===== src/sv/assert_macros.svh =====
// assertion macros used by the scheduler core
`ifndef ASSERT_MACROS_SVH
`define ASSERT_MACROS_SVH

// property checked on every rising clock edge outside reset
`define ASSERT_AT_CLK(label, prop, msg) \
  label: assert property (@(posedge clk_i) disable iff (!rst_ni) prop) \
    else $error(msg);

// expression that must never hold
`define ASSERT_NEVER(label, expr, msg) \
  `ASSERT_AT_CLK(label, !(expr), msg)

`endif


===== src/sv/mfq_pkg.sv =====
// types, sizes and codes of the multilevel feedback queue scheduler
`timescale 1ns / 1ps
`default_nettype none

package mfq_pkg;

  localparam int FIRST_DEPTH  = 16;
  localparam int SECOND_DEPTH = 32;
  localparam int THIRD_DEPTH  = 32;
  localparam int ID_WIDTH     = 16;

  localparam int BURST_W = 16;
  localparam int REM_W   = BURST_W + 1;
  localparam int ENTRY_W = BURST_W + ID_WIDTH;
  localparam int QUANT_W = 8;
  localparam int PICK_W  = 4;
  localparam int EV_W    = 3;
  localparam int SQ_W    = 2;

  // all three queues share one memory, one region each
  localparam int TOTAL_DEPTH = FIRST_DEPTH + SECOND_DEPTH + THIRD_DEPTH;
  localparam int ADDR_W      = $clog2(TOTAL_DEPTH);
  localparam int FIRST_BASE  = 0;
  localparam int SECOND_BASE = FIRST_DEPTH;
  localparam int THIRD_BASE  = FIRST_DEPTH + SECOND_DEPTH;

  localparam int F_HW = $clog2(FIRST_DEPTH);
  localparam int F_CW = $clog2(FIRST_DEPTH + 1);
  localparam int S_HW = $clog2(SECOND_DEPTH);
  localparam int S_CW = $clog2(SECOND_DEPTH + 1);
  localparam int T_HW = $clog2(THIRD_DEPTH);
  localparam int T_CW = $clog2(THIRD_DEPTH + 1);

  // wide enough for any fill count and any limit register
  localparam int CMP_W = 12;

  localparam int CFG_IDX_W  = 3;
  localparam int CFG_DATA_W = 8;

  // register indexes
  localparam logic [CFG_IDX_W-1:0] REG_QUANTUM_FIRST      = 3'd0;
  localparam logic [CFG_IDX_W-1:0] REG_QUANTUM_SECOND     = 3'd1;
  localparam logic [CFG_IDX_W-1:0] REG_SHARE_FIRST_LIMIT  = 3'd2;
  localparam logic [CFG_IDX_W-1:0] REG_SHARE_SECOND_LIMIT = 3'd3;
  localparam logic [CFG_IDX_W-1:0] REG_PROMOTE_LIMIT      = 3'd4;
  localparam logic [CFG_IDX_W-1:0] REG_LIMIT_FIRST        = 3'd5;
  localparam logic [CFG_IDX_W-1:0] REG_LIMIT_SECOND       = 3'd6;
  localparam logic [CFG_IDX_W-1:0] REG_LIMIT_THIRD        = 3'd7;

  // actions
  localparam logic ACT_ADMIT = 1'b0;
  localparam logic ACT_SCHED = 1'b1;

  // result events
  localparam logic [EV_W-1:0] EV_ADMITTED  = 3'd0;
  localparam logic [EV_W-1:0] EV_REJECTED  = 3'd1;
  localparam logic [EV_W-1:0] EV_TO_SECOND = 3'd2;
  localparam logic [EV_W-1:0] EV_PROMOTED  = 3'd3;
  localparam logic [EV_W-1:0] EV_DEMOTED   = 3'd4;
  localparam logic [EV_W-1:0] EV_FINISHED  = 3'd5;
  localparam logic [EV_W-1:0] EV_DROPPED   = 3'd6;
  localparam logic [EV_W-1:0] EV_IDLE      = 3'd7;

  // queue codes
  localparam logic [SQ_W-1:0] SQ_NONE   = 2'd0;
  localparam logic [SQ_W-1:0] SQ_FIRST  = 2'd1;
  localparam logic [SQ_W-1:0] SQ_SECOND = 2'd2;
  localparam logic [SQ_W-1:0] SQ_THIRD  = 2'd3;

  typedef struct packed {
    logic [QUANT_W-1:0] quantum_first;
    logic [QUANT_W-1:0] quantum_second;
    logic [3:0]         share_first_limit;
    logic [3:0]         share_second_limit;
    logic [3:0]         promote_limit;
    logic [4:0]         limit_first;
    logic [5:0]         limit_second;
    logic [5:0]         limit_third;
  } cfg_t;

  typedef struct packed {
    logic               rd_en;
    logic [ADDR_W-1:0]  rd_addr;
    logic               wr_en;
    logic [ADDR_W-1:0]  wr_addr;
    logic [ENTRY_W-1:0] wr_data;
  } mem_req_t;

endpackage

`default_nettype wire


===== src/sv/mfq_cfg.sv =====
// configuration registers of the scheduler
`timescale 1ns / 1ps
`default_nettype none

module mfq_cfg import mfq_pkg::*; (
  input  wire logic                  clk_i,
  input  wire logic                  rst_ni,
  input  wire logic                  cfg_valid_i,
  output logic                       cfg_ready_o,
  input  wire logic [CFG_IDX_W-1:0]  cfg_index_i,
  input  wire logic [CFG_DATA_W-1:0] cfg_data_i,
  output cfg_t                       cfg_o
);

  cfg_t cfg_q;

  assign cfg_ready_o = 1'b1;
  assign cfg_o       = cfg_q;

  always_ff @(posedge clk_i or negedge rst_ni) begin
    if (!rst_ni) begin
      cfg_q.quantum_first      <= 8'd8;
      cfg_q.quantum_second     <= 8'd16;
      cfg_q.share_first_limit  <= 4'd5;
      cfg_q.share_second_limit <= 4'd8;
      cfg_q.promote_limit      <= 4'd5;
      cfg_q.limit_first        <= 5'd10;
      cfg_q.limit_second       <= 6'd20;
      cfg_q.limit_third        <= 6'd30;
    end else if (cfg_valid_i) begin
      case (cfg_index_i)
        REG_QUANTUM_FIRST:      cfg_q.quantum_first      <= cfg_data_i;
        REG_QUANTUM_SECOND:     cfg_q.quantum_second     <= cfg_data_i;
        REG_SHARE_FIRST_LIMIT:  cfg_q.share_first_limit  <= cfg_data_i[3:0];
        REG_SHARE_SECOND_LIMIT: cfg_q.share_second_limit <= cfg_data_i[3:0];
        REG_PROMOTE_LIMIT:      cfg_q.promote_limit      <= cfg_data_i[3:0];
        REG_LIMIT_FIRST:        cfg_q.limit_first        <= cfg_data_i[4:0];
        REG_LIMIT_SECOND:       cfg_q.limit_second       <= cfg_data_i[5:0];
        REG_LIMIT_THIRD:        cfg_q.limit_third        <= cfg_data_i[5:0];
        default: begin
        end
      endcase
    end
  end

endmodule

`default_nettype wire


===== src/sv/mfq_store.sv =====
// shared queue memory: one write port, one registered read port
`timescale 1ns / 1ps
`default_nettype none

module mfq_store import mfq_pkg::*; (
  input  wire logic         clk_i,
  input  wire mem_req_t     req_i,
  output logic [ENTRY_W-1:0] rd_data_o
);

  logic [ENTRY_W-1:0] mem [TOTAL_DEPTH];
  logic [ENTRY_W-1:0] rd_data_q;

  always_ff @(posedge clk_i) begin
    if (req_i.wr_en) begin
      mem[req_i.wr_addr] <= req_i.wr_data;
    end
    if (req_i.rd_en) begin
      rd_data_q <= mem[req_i.rd_addr];
    end
  end

  assign rd_data_o = rd_data_q;

endmodule

`default_nettype wire


===== src/sv/mfq_core.sv =====
// queue pointers, scheduling decision and result register
`timescale 1ns / 1ps
`include "assert_macros.svh"
`default_nettype none

module mfq_core import mfq_pkg::*; (
  input  wire logic                  clk_i,
  input  wire logic                  rst_ni,
  input  wire cfg_t                  cfg_i,
  input  wire logic                  start_i,
  output logic                       busy_o,
  input  wire logic                  action_i,
  input  wire logic [ID_WIDTH-1:0]   job_id_i,
  input  wire logic [BURST_W-1:0]    burst_length_i,
  input  wire logic [PICK_W-1:0]     queue_pick_i,
  input  wire logic [PICK_W-1:0]     route_pick_i,
  output mem_req_t                   mem_req_o,
  input  wire logic [ENTRY_W-1:0]    rd_data_i,
  output logic                       res_valid_o,
  output logic [EV_W-1:0]            event_res_o,
  output logic [ID_WIDTH-1:0]        result_id_o,
  output logic signed [REM_W-1:0]    remaining_o,
  output logic [SQ_W-1:0]            served_queue_o
);

  localparam logic ST_IDLE = 1'b0;
  localparam logic ST_BUSY = 1'b1;

  logic state_q, state_d;

  logic [F_HW-1:0] f_head_q;
  logic [F_CW-1:0] f_cnt_q;
  logic [S_HW-1:0] s_head_q;
  logic [S_CW-1:0] s_cnt_q;
  logic [T_HW-1:0] t_head_q;
  logic [T_CW-1:0] t_cnt_q;

  // item captured at accept
  logic                action_q;
  logic [ID_WIDTH-1:0] id_q;
  logic [BURST_W-1:0]  burst_q;
  logic [PICK_W-1:0]   rpick_q;
  logic [SQ_W-1:0]     sel_q, sel_d;

  logic                res_valid_q;
  logic [EV_W-1:0]     ev_q, ev_d;
  logic [ID_WIDTH-1:0] rid_q, rid_d;
  logic [REM_W-1:0]    rem_q, rem_d;
  logic [SQ_W-1:0]     sq_q, sq_d;

  logic accept;
  assign accept = start_i && (state_q == ST_IDLE);
  assign busy_o = (state_q == ST_BUSY);

  // tail positions, head plus count wrapped once
  logic [F_CW:0]   f_sum;
  logic [S_CW:0]   s_sum;
  logic [T_CW:0]   t_sum;
  logic [F_HW-1:0] f_tail;
  logic [S_HW-1:0] s_tail;
  logic [T_HW-1:0] t_tail;

  always_comb begin
    f_sum  = (F_CW + 1)'(f_head_q) + (F_CW + 1)'(f_cnt_q);
    s_sum  = (S_CW + 1)'(s_head_q) + (S_CW + 1)'(s_cnt_q);
    t_sum  = (T_CW + 1)'(t_head_q) + (T_CW + 1)'(t_cnt_q);
    f_tail = (f_sum >= (F_CW + 1)'(FIRST_DEPTH)) ?
             F_HW'(f_sum - (F_CW + 1)'(FIRST_DEPTH)) : F_HW'(f_sum);
    s_tail = (s_sum >= (S_CW + 1)'(SECOND_DEPTH)) ?
             S_HW'(s_sum - (S_CW + 1)'(SECOND_DEPTH)) : S_HW'(s_sum);
    t_tail = (t_sum >= (T_CW + 1)'(THIRD_DEPTH)) ?
             T_HW'(t_sum - (T_CW + 1)'(THIRD_DEPTH)) : T_HW'(t_sum);
  end

  // limit zero or above depth handled by the two compares
  logic f_full, s_full, t_full;
  assign f_full = (CMP_W'(f_cnt_q) >= CMP_W'(cfg_i.limit_first)) ||
                  (CMP_W'(f_cnt_q) >= CMP_W'(FIRST_DEPTH));
  assign s_full = (CMP_W'(s_cnt_q) >= CMP_W'(cfg_i.limit_second)) ||
                  (CMP_W'(s_cnt_q) >= CMP_W'(SECOND_DEPTH));
  assign t_full = (CMP_W'(t_cnt_q) >= CMP_W'(cfg_i.limit_third)) ||
                  (CMP_W'(t_cnt_q) >= CMP_W'(THIRD_DEPTH));

  // queue choice at accept, the head read goes out at the same edge
  always_comb begin
    sel_d = SQ_NONE;
    if (action_i == ACT_SCHED) begin
      if ((queue_pick_i <= cfg_i.share_first_limit) && (f_cnt_q != '0)) begin
        sel_d = SQ_FIRST;
      end else if ((queue_pick_i > cfg_i.share_first_limit) &&
                   (queue_pick_i <= cfg_i.share_second_limit) &&
                   (s_cnt_q != '0)) begin
        sel_d = SQ_SECOND;
      end else if (t_cnt_q != '0) begin
        sel_d = SQ_THIRD;
      end
    end
  end

  logic [ADDR_W-1:0] rd_addr;
  always_comb begin
    case (sel_d)
      SQ_FIRST:  rd_addr = ADDR_W'(FIRST_BASE) + ADDR_W'(f_head_q);
      SQ_SECOND: rd_addr = ADDR_W'(SECOND_BASE) + ADDR_W'(s_head_q);
      SQ_THIRD:  rd_addr = ADDR_W'(THIRD_BASE) + ADDR_W'(t_head_q);
      default:   rd_addr = '0;
    endcase
  end

  // work cycle: head entry is on rd_data_i
  logic [ID_WIDTH-1:0] ent_id;
  logic [BURST_W-1:0]  ent_burst;
  logic [REM_W-1:0]    rem_first, rem_second;
  logic                pos_first, pos_second, promote;

  assign ent_id     = rd_data_i[ID_WIDTH-1:0];
  assign ent_burst  = rd_data_i[ENTRY_W-1:ID_WIDTH];
  assign rem_first  = {1'b0, ent_burst} - REM_W'(cfg_i.quantum_first);
  assign rem_second = {1'b0, ent_burst} - REM_W'(cfg_i.quantum_second);
  assign pos_first  = !rem_first[REM_W-1] && (rem_first != '0);
  assign pos_second = !rem_second[REM_W-1] && (rem_second != '0);
  assign promote    = (rpick_q != '0) && (rpick_q <= cfg_i.promote_limit);

  logic [SQ_W-1:0]    tgt;
  logic [ENTRY_W-1:0] push_entry;
  logic               tgt_full;
  logic               f_pop, s_pop, t_pop;

  always_comb begin
    tgt        = SQ_NONE;
    push_entry = {ent_burst, ent_id};
    f_pop      = 1'b0;
    s_pop      = 1'b0;
    t_pop      = 1'b0;
    ev_d       = EV_IDLE;
    rid_d      = '0;
    rem_d      = '0;
    sq_d       = SQ_NONE;
    if (action_q == ACT_ADMIT) begin
      tgt        = SQ_FIRST;
      push_entry = {burst_q, id_q};
      rid_d      = id_q;
      rem_d      = {1'b0, burst_q};
    end else begin
      case (sel_q)
        SQ_FIRST: begin
          f_pop      = 1'b1;
          rid_d      = ent_id;
          rem_d      = rem_first;
          sq_d       = SQ_FIRST;
          push_entry = {rem_first[BURST_W-1:0], ent_id};
          tgt        = pos_first ? SQ_SECOND : SQ_NONE;
        end
        SQ_SECOND: begin
          s_pop      = 1'b1;
          rid_d      = ent_id;
          rem_d      = rem_second;
          sq_d       = SQ_SECOND;
          push_entry = {rem_second[BURST_W-1:0], ent_id};
          if (pos_second) begin
            tgt = promote ? SQ_FIRST : SQ_THIRD;
          end
        end
        SQ_THIRD: begin
          t_pop = 1'b1;
          rid_d = ent_id;
          rem_d = {1'b0, ent_burst};
          sq_d  = SQ_THIRD;
        end
        default: begin
        end
      endcase
    end

    case (tgt)
      SQ_FIRST:  tgt_full = f_full;
      SQ_SECOND: tgt_full = s_full;
      SQ_THIRD:  tgt_full = t_full;
      default:   tgt_full = 1'b0;
    endcase

    if (action_q == ACT_ADMIT) begin
      ev_d = tgt_full ? EV_REJECTED : EV_ADMITTED;
    end else if (sel_q != SQ_NONE) begin
      if (tgt == SQ_NONE) begin
        ev_d = EV_FINISHED;
      end else if (tgt_full) begin
        ev_d = EV_DROPPED;
      end else if (sel_q == SQ_FIRST) begin
        ev_d = EV_TO_SECOND;
      end else if (tgt == SQ_FIRST) begin
        ev_d = EV_PROMOTED;
      end else begin
        ev_d = EV_DEMOTED;
      end
    end
  end

  logic              do_push;
  logic [ADDR_W-1:0] wr_addr;
  assign do_push = busy_o && (tgt != SQ_NONE) && !tgt_full;

  always_comb begin
    case (tgt)
      SQ_FIRST:  wr_addr = ADDR_W'(FIRST_BASE) + ADDR_W'(f_tail);
      SQ_SECOND: wr_addr = ADDR_W'(SECOND_BASE) + ADDR_W'(s_tail);
      SQ_THIRD:  wr_addr = ADDR_W'(THIRD_BASE) + ADDR_W'(t_tail);
      default:   wr_addr = '0;
    endcase
  end

  assign mem_req_o.rd_en   = accept && (sel_d != SQ_NONE);
  assign mem_req_o.rd_addr = rd_addr;
  assign mem_req_o.wr_en   = do_push;
  assign mem_req_o.wr_addr = wr_addr;
  assign mem_req_o.wr_data = push_entry;

  always_comb begin
    state_d = state_q;
    case (state_q)
      ST_IDLE: if (start_i) state_d = ST_BUSY;
      ST_BUSY: state_d = ST_IDLE;
      default: state_d = ST_IDLE;
    endcase
  end

  always_ff @(posedge clk_i or negedge rst_ni) begin
    if (!rst_ni) begin
      state_q     <= ST_IDLE;
      res_valid_q <= 1'b0;
      f_head_q    <= '0;
      f_cnt_q     <= '0;
      s_head_q    <= '0;
      s_cnt_q     <= '0;
      t_head_q    <= '0;
      t_cnt_q     <= '0;
    end else begin
      state_q     <= state_d;
      res_valid_q <= busy_o;
      if (busy_o) begin
        if (f_pop) begin
          f_head_q <= (f_head_q == F_HW'(FIRST_DEPTH - 1)) ? '0 : f_head_q + 1'b1;
          f_cnt_q  <= f_cnt_q - 1'b1;
        end else if (do_push && (tgt == SQ_FIRST)) begin
          f_cnt_q <= f_cnt_q + 1'b1;
        end
        if (s_pop) begin
          s_head_q <= (s_head_q == S_HW'(SECOND_DEPTH - 1)) ? '0 : s_head_q + 1'b1;
          s_cnt_q  <= s_cnt_q - 1'b1;
        end else if (do_push && (tgt == SQ_SECOND)) begin
          s_cnt_q <= s_cnt_q + 1'b1;
        end
        if (t_pop) begin
          t_head_q <= (t_head_q == T_HW'(THIRD_DEPTH - 1)) ? '0 : t_head_q + 1'b1;
          t_cnt_q  <= t_cnt_q - 1'b1;
        end else if (do_push && (tgt == SQ_THIRD)) begin
          t_cnt_q <= t_cnt_q + 1'b1;
        end
      end
    end
  end

  always_ff @(posedge clk_i) begin
    if (accept) begin
      action_q <= action_i;
      id_q     <= job_id_i;
      burst_q  <= burst_length_i;
      rpick_q  <= route_pick_i;
      sel_q    <= sel_d;
    end
    if (busy_o) begin
      ev_q  <= ev_d;
      rid_q <= rid_d;
      rem_q <= rem_d;
      sq_q  <= sq_d;
    end
  end

  assign res_valid_o    = res_valid_q;
  assign event_res_o    = ev_q;
  assign result_id_o    = rid_q;
  assign remaining_o    = $signed(rem_q);
  assign served_queue_o = sq_q;

  `ASSERT_AT_CLK(a_res_follows_work, busy_o |=> res_valid_o, "result strobe missing after work")
  `ASSERT_NEVER(a_write_outside_work, mem_req_o.wr_en && !busy_o, "queue write outside work cycle")
  `ASSERT_AT_CLK(a_read_at_accept, mem_req_o.rd_en |-> (start_i && !busy_o), "head read without accept")
  `ASSERT_NEVER(a_pop_empty, busy_o && ((f_pop && (f_cnt_q == '0)) || (s_pop && (s_cnt_q == '0)) || (t_pop && (t_cnt_q == '0))), "pop from empty queue")
  `ASSERT_NEVER(a_count_over_depth, (CMP_W'(f_cnt_q) > CMP_W'(FIRST_DEPTH)) || (CMP_W'(s_cnt_q) > CMP_W'(SECOND_DEPTH)) || (CMP_W'(t_cnt_q) > CMP_W'(THIRD_DEPTH)), "queue count beyond depth")

endmodule

`default_nettype wire


===== src/sv/multilevel_feedback_queue_scheduler.sv =====
// top level of the three-level feedback queue scheduler
`timescale 1ns / 1ps
`default_nettype none

// For each item, start is taken while busy is low, the next cycle (busy high) takes
// the chosen queue head out of the registered read port of the shared queue
// memory and writes the moved job back, and the cycle after that shows the single
// result with res_valid_o high for exactly one cycle, while a new item may already
// start. The receiver cannot stall, so results must be taken when strobed.
// Configuration writes are always ready and are meant for idle periods only; no
// clearing pass runs after reset.
module multilevel_feedback_queue_scheduler import mfq_pkg::*; (
  input  wire logic                  clk_i,
  input  wire logic                  rst_ni,
  input  wire logic                  start,
  output logic                       busy,
  input  wire logic                  action_i,
  input  wire logic [ID_WIDTH-1:0]   job_id_i,
  input  wire logic [BURST_W-1:0]    burst_length_i,
  input  wire logic [PICK_W-1:0]     queue_pick_i,
  input  wire logic [PICK_W-1:0]     route_pick_i,
  output logic                       res_valid_o,
  output logic [EV_W-1:0]            event_res_o,
  output logic [ID_WIDTH-1:0]        result_id_o,
  output logic signed [REM_W-1:0]    remaining_o,
  output logic [SQ_W-1:0]            served_queue_o,
  input  wire logic                  cfg_valid_i,
  output logic                       cfg_ready_o,
  input  wire logic [CFG_IDX_W-1:0]  cfg_index_i,
  input  wire logic [CFG_DATA_W-1:0] cfg_data_i
);

  cfg_t               cfg;
  mem_req_t           mem_req;
  logic [ENTRY_W-1:0] rd_data;

  mfq_cfg u_cfg (
    .clk_i       (clk_i),
    .rst_ni      (rst_ni),
    .cfg_valid_i (cfg_valid_i),
    .cfg_ready_o (cfg_ready_o),
    .cfg_index_i (cfg_index_i),
    .cfg_data_i  (cfg_data_i),
    .cfg_o       (cfg)
  );

  mfq_store u_store (
    .clk_i     (clk_i),
    .req_i     (mem_req),
    .rd_data_o (rd_data)
  );

  mfq_core u_core (
    .clk_i          (clk_i),
    .rst_ni         (rst_ni),
    .cfg_i          (cfg),
    .start_i        (start),
    .busy_o         (busy),
    .action_i       (action_i),
    .job_id_i       (job_id_i),
    .burst_length_i (burst_length_i),
    .queue_pick_i   (queue_pick_i),
    .route_pick_i   (route_pick_i),
    .mem_req_o      (mem_req),
    .rd_data_i      (rd_data),
    .res_valid_o    (res_valid_o),
    .event_res_o    (event_res_o),
    .result_id_o    (result_id_o),
    .remaining_o    (remaining_o),
    .served_queue_o (served_queue_o)
  );

endmodule

`default_nettype wire


===== config.mk =====
export PLATFORM = sky130hd
export DESIGN_NAME = multilevel_feedback_queue_scheduler
export DESIGN_NICKNAME = d
export VERILOG_FILES = /design/src/sv/mfq_pkg.sv /design/src/sv/mfq_cfg.sv /design/src/sv/mfq_store.sv /design/src/sv/mfq_core.sv /design/src/sv/multilevel_feedback_queue_scheduler.sv
export VERILOG_INCLUDE_DIRS = /design/src /design/src/sv
export SDC_FILE = /design/constraint.sdc
export NUM_CORES = 2
export LEC_CHECK = 0
export ABC_AREA = 1
export BUFFER_PORTS_ARGS = -buffer_cell sky130_fd_sc_hd__buf_2
export CAP_MARGIN = 5
export CORE_MARGIN = 2
export CORE_UTILIZATION = 40
export CTS_BUF_LIST = sky130_fd_sc_hd__clkbuf_8
export DETAILED_ROUTE_END_ITERATION = 8
export HOLD_SLACK_MARGIN = 0.02
export PLACE_DENSITY = 0.64
export RECOVER_POWER = 50
export SETUP_SLACK_MARGIN = 0.4
export SYNTH_ARGS = -nofsm -noshare
export SYNTH_HDL_FRONTEND = slang
export SYNTH_SLANG_ARGS = --single-unit

===== constraint.sdc =====
create_clock -name clk_i -period 16.95 [get_ports clk_i]
set_input_delay 4.2375 -clock clk_i [delete_from_list [all_inputs] [get_ports clk_i]]
set_output_delay 4.2375 -clock clk_i [all_outputs]
set_load 0.02 [all_outputs]

After elaboration in Yosys (flattened, before gate mapping)

Memories as Yosys holds them, arrays and structs flattened. A register that Yosys moved wholly into a read port is not among the register bits.
Cells that the tools add are included.
Widths: inputs -> output; s select.

Add/subtract/negate cells: 21
$mul: 0
Div/mod/pow operators: 0
$lt $le $gt $ge: 13
Equality and inequality tests: 19
Shifts and indexed selects: 0
Muxes and demuxes: 48
Bitwise operators: 1
Reductions and logical operators: 48

Operators by type and width:

| cell                | number |
|---|---|
| $pmux 32 s2         | 1 |
| $pmux 17 s3         | 1 |
| $mux 16             | 3 |
| $pmux 7 s3          | 2 |
| $reduce_bool 17->1  | 2 |
| $sub 16x8->17       | 2 |
| $mux 32             | 1 |
| $mux 5              | 6 |
| $reduce_and 2->1    | 14 |
| $mux 6              | 4 |
| $mux 3              | 6 |
| $mux 2              | 8 |
| $add 5x1->5 const B | 3 |
| $sub 5x1->5 const B | 3 |
| $add 5x6->7         | 2 |
| $add 6x5->7 const A | 2 |
| $ge 7x6->1 const B  | 2 |
| $logic_and 1x1->1   | 13 |
| $add 5x5->6 const A | 2 |
| $add 6x1->6 const B | 2 |
| $eq 2x2->1 const B  | 6 |
| $eq 3x3->1 const B  | 4 |
| $ge 6x6->1          | 2 |
| $ge 6x6->1 const B  | 2 |
| other kinds (30)    | 57 |

Flip-flop bits (word level): 155
Latch bits: 0
Bits in writable memories: 2,560
ROM bits: 0
Bits of input ports: 56
Output and inout port bits: 41
Logic and storage cells: 177
Memories: 1

Memories:

| memory      | depth | bits a word | rd ports | clocked after Yosys merged registers in | wr ports | line            | text |
|---|---|---|---|---|---|---|---|
| u_store.mem | 80    | 32          | 1        | 1                                       | 1        | mfq_store.sv:11 | `logic [ENTRY_W-1:0] mem [TOTAL_DEPTH];` |

Longest topological paths before layout

Word-level depth: 13
Mapped depth: 27
Mapped depth without buffers: 27

Cells and area by module

Synthesis repeated with hierarchy kept, for this count alone.

Cells, all modules: 9,557
Area total of the unflattened synthesis: 113,731.6 um^2

Modules (own cells, without submodules):

| module    | instances | cells each | area each (um^2) | seq. area each (um^2) |
|---|---|---|---|---|
| mfq_store | 1         | 8,225      | 103,347.9        | 77,834.6 |
| mfq_core  | 1         | 1,116      | 8,544.4          | 3,138.0 |
| mfq_cfg   | 1         | 216        | 1,839.3          | 1,144.8 |

Worst setup path after synthesis

No wires, ideal clock.

Path type: input to register
Start: input port start
End: register u_store.rd_data_q[0], in the netlist u_store.rd_data_o[0], read port of u_store.mem, enable pin
Setup time: 0.470 ns
Arrival: 8.480 ns
Data required time: 16.480 ns
Slack: 8.000 ns
Stages: 3
Buffers on the path: 0
Cells stage by stage: inv_1 -> nor2_1 -> a21boi_0

RTL lines:

| element         | line                                      | text |
|---|---|---|
| start, declared | multilevel_feedback_queue_scheduler.sv:15 | `input wire logic start,` |
| end, declared   | mfq_store.sv:12                           | `logic [ENTRY_W-1:0] rd_data_q;` |

==> flow_metrics.py <==
metrics = {
    "sta": {
        "fin_crit_sh": 0.604,
        "period_minus_slack_ns": 10.24,
        "worst_slew_pin_slew_ns": 4.85,
        "skew_ns": 0.116,
        "tns_ns": 0,
        "timing.final.hold_violations": 0,
        "whs_ns": 0.483,
        "finalMaxSlewViolations": 2884,
        "max_slew_margin": -2.23,
        "setup_viol": 0,
        "rsz0062_at_grt": "false",
        "fin_ws_ns": 6.71,
        "fmax_ghz": 0.0977,
    },
    "worst_setup_path": {
        "reg2reg_from": "u_core.action_q$_DFFE_PP_",
        "cp.arrival_ns": 10.66,
        "crit_chain": "clkbuf_1 -> clkbuf_1 -> o21ai_0 -> o22ai_4 -> clkbuf_1 -> clkbuf_1",
        "r2r_slack_ns": 6.71,
        "r2r_end": "u_store.mem[57][27]$_DFFE_PP_",
        "required_ns": 17.37,
        "crit_start": "u_core.action_q$_DFFE_PP_",
        "path_max_fanout": 65,
        "setup.worst_path.end_class": "flip-flop",
        "worstSetupPathType": "reg2reg",
        "rr_worst_depth": 6,
        "slowest_delay_ns": 2.41,
        "cp_top_family": "buffers and inverters",
        "crit_path_start_kind": "flip-flop",
        "worst-path-stages": 6,
        "crit_buf_inv": 4,
        "cpMostUsedCell": "clkbuf_1",
        "crit_end": "u_store.mem[57][27]$_DFFE_PP_",
        "cp_slowest_cell": "clkbuf_1",
    },
    "run": {
        "cap_violations": 50,
    },
    "placement": {
        "place_area_mm2": 0.128,
        "port_buffers": 95,
        "placed_cells": 15200,
        "detailedPlace.worstSlack_ns": 6.13,
        "dp_hpwl_mm": 196,
        "place_congestion": 0.877,
    },
    "floorplan": {
        "io_pins": 97,
        "fp.dieArea_mm2": 0.312,
        "num_rows": 203,
        "die_x_um": 558,
        "core_mm2": 0.306,
        "initial_core_util": 0.402,
        "die_h_um": 558,
    },
    "logic_synthesis": {
        "syn_area_per_cell_um2": 10.6,
        "synth_top_flop_cell": "edfxtp_1",
        "syn-cell-area_mm2": 0.123,
        "synth_commonest_cells": "edfxtp_1, nand3_1, inv_1",
        "yosysTopAreaCellShare": 0.652,
        "syn-num-nets": 11700,
        "ys_warn_count": 0,
        "synth_edf_count": 2669,
        "synth_largest_area_cell": "edfxtp_1",
        "netlist_instances": 11600,
        "synth-async-reset-ratio": 0.0284,
        "synthTopCellsByArea": "edfxtp_1, nand3_1, inv_1",
        "ys_seq_elements": 2747,
        "yosys.cell_types.count": 52,
        "yosysMostFrequentCell": "edfxtp_1",
        "ys_seq_area_frac": 0.668,
    },
    "cts": {
        "cts_resized": 0,
        "numCtsBuffers": 455,
        "clk_path_buf_depth": 4,
        "clk_latency_ns": 1.19,
        "cts_max_level": 5,
        "clock-sinks": 2747,
        "cts_hold_buf": 0,
        "root_buffer": "clkbuf_8",
        "postCtsSetupBuffers": 0,
        "clk_pin_slew_worst_paths_ns": 0.06,
        "cts_tree": "done",
    },
    "routing": {
        "ant_nets": 0,
        "wl_mm": 379,
        "avgViaCountPerCell": 5.49,
        "initialDrtViolationCount": 11700,
        "wire_per_inst_um": 23.7,
        "drc": 0,
        "dr_total_vias": 87900,
        "dr.pass1.iters": 6,
    },
    "power_and_ir_drop": {
        "power.density_mw_per_mm2": 158,
        "p_leak_nw": 54.2,
        "irDropWorstVdd_v": 0.000150,
    },
    "global_routing": {
        "grt.total_usage": 0.238,
        "antenna_found_initial": 14,
        "busiest_layer": "met2",
        "first_global_vias": 82400,
        "use_met1": 0.315,
        "gr-usage-met2": 0.372,
        "grt_pass1_wl_mm": 551,
        "grt_util_met3": 0.0593,
        "overflow": 0,
        "grt_start_max_net_pins": 190,
    },
    "hold_path": {
        "min_path_type": "reg2reg",
    },
    "final_layout": {
        "drive_gt1_frac": 0.0845,
        "fin_cells": 16000,
        "final_nets": 11700,
        "fin_area_mm2": 0.136,
        "syn_to_final_growth_pct": 10.5,
        "fillers": 28200,
    },
    "outcome": {
        "outcome": "finished, violations left",
        "violations": "capacitance limit, slew limit",
    },
}
-- flip-flops by register name, indices dropped and copies added, names as in the netlist --
name	count
u_core.id_q	16
u_core.served_queue_o	2
u_core.res_valid_o	1
u_core.result_id_o	16
u_core.s_cnt_q	6
u_core.sel_q	2
u_core.s_head_q	5
u_store.mem	2560
u_cfg.cfg_o	45
u_core.t_cnt_q	6
u_core.event_res_o	3
u_core.f_cnt_q	5
u_core.busy_o	1
u_core.burst_q	16
u_store.rd_data_o	32
u_core.action_q	1
u_core.t_head_q	5
u_core.rpick_q	4
u_core.remaining_o	17
u_core.f_head_q	4
-- layout make-up --
type | instances | area, um2 | share of cell area
well taps | 4100 | 5130 | 0.0378
clock buffers | 464 | 6390 | 0.0470
diodes | 11 | 27.5 | 0.000203
repair buffers | 302 | 2080 | 0.0153
inverters | 2030 | 7630 | 0.0562
multi-input cells | 6048 | 31000 | 0.228
flip-flops and latches | 2747 | 82100 | 0.605
clock inverters | 318 | 1370 | 0.0101
-- where the power goes --
group | total [W] | internal [W] | switching (W)
registers | 0.00844 | 0.00825 | 0.000195
logic | 0.00778 | 0.00196 | 0.00583
clock network | 0.00517 | 0.00257 | 0.00260
total | 0.0214 | 0.0128 | 0.00862
-- worst min-delay path by stage --
stage,startpoint,slack (ns),cells after the start,to
CTS,u_cfg.cfg_o[7]$_DFFE_PN0P_,0.49,2,u_cfg.cfg_o[7]$_DFFE_PN0P_
global route,u_cfg.cfg_o[39]$_DFFE_PN0P_,0.50,2,u_cfg.cfg_o[39]$_DFFE_PN0P_
detailed placement,u_cfg.cfg_o[16]$_DFFE_PN0P_,0.47,2,u_cfg.cfg_o[16]$_DFFE_PN0P_
floorplan,u_cfg.cfg_o[11]$_DFFE_PN0P_,0.45,2,u_cfg.cfg_o[11]$_DFFE_PN0P_
finish,u_cfg.cfg_o[7]$_DFFE_PN0P_,0.48,2,u_cfg.cfg_o[7]$_DFFE_PN0P_
global placement,u_cfg.cfg_o[7]$_DFFE_PN0P_,0.47,2,u_cfg.cfg_o[7]$_DFFE_PN0P_
-- worst min-delay path, stage by stage, from the launching register on --
cell     delay, ns
dfrtp_1       0.34
nand2_1       0.05
o21ai_0       0.06
-- metal layers --
layer	share of wire	routed length (um)	vias up
li1	-	-	39700
met1	0.39	147000	42700
met2	0.45	172000	4846
met3	0.11	43400	742
met4	0.045	17000	6
met5	0.00011	43	-
-- metrics by stage --
step	total power, W	utilization
6_report	0.0214	0.444
3_3_place_gp	0.0161	0.420
2_1_floorplan	0.0134	-
3_5_place_dp	0.0161	0.420
4_1_cts	0.0212	0.445
5_1_grt	0.0224	0.444
-- kinds of logic after synthesis --
kind of cell             count (synthesis)  share of synthesized area
flip-flops                            2747                      0.668
AND/OR/NAND/NOR                       5235                      0.200
AO/OA/AOI/OAI                          687                     0.0325
adder cells (fa/ha/maj)                 84                    0.00904
other                                    1                  0.0000305
multiplexers                             9                   0.000733
buffers and inverters                 2771                     0.0868
XOR/XNOR                                32                    0.00228
-- layout by cell type, fill, tap and decap left out, drive strengths merged, types with 54 or more instances in the layout --
| cell type | count |
|---|---|
| nand3 | 2056 |
| o21ai | 337 |
| clkinv | 140 |
| or2 | 78 |
| clkbuf | 514 |
| a21oi | 114 |
| buf | 252 |
| ha | 76 |
| edfxtp | 2669 |
| inv | 2199 |
| nor2 | 343 |
| o211ai | 137 |
| o22ai | 54 |
| dfrtp | 63 |
| nand2 | 1985 |
| nand4 | 751 |
Note: power is estimated with default switching activity, not from simulation.
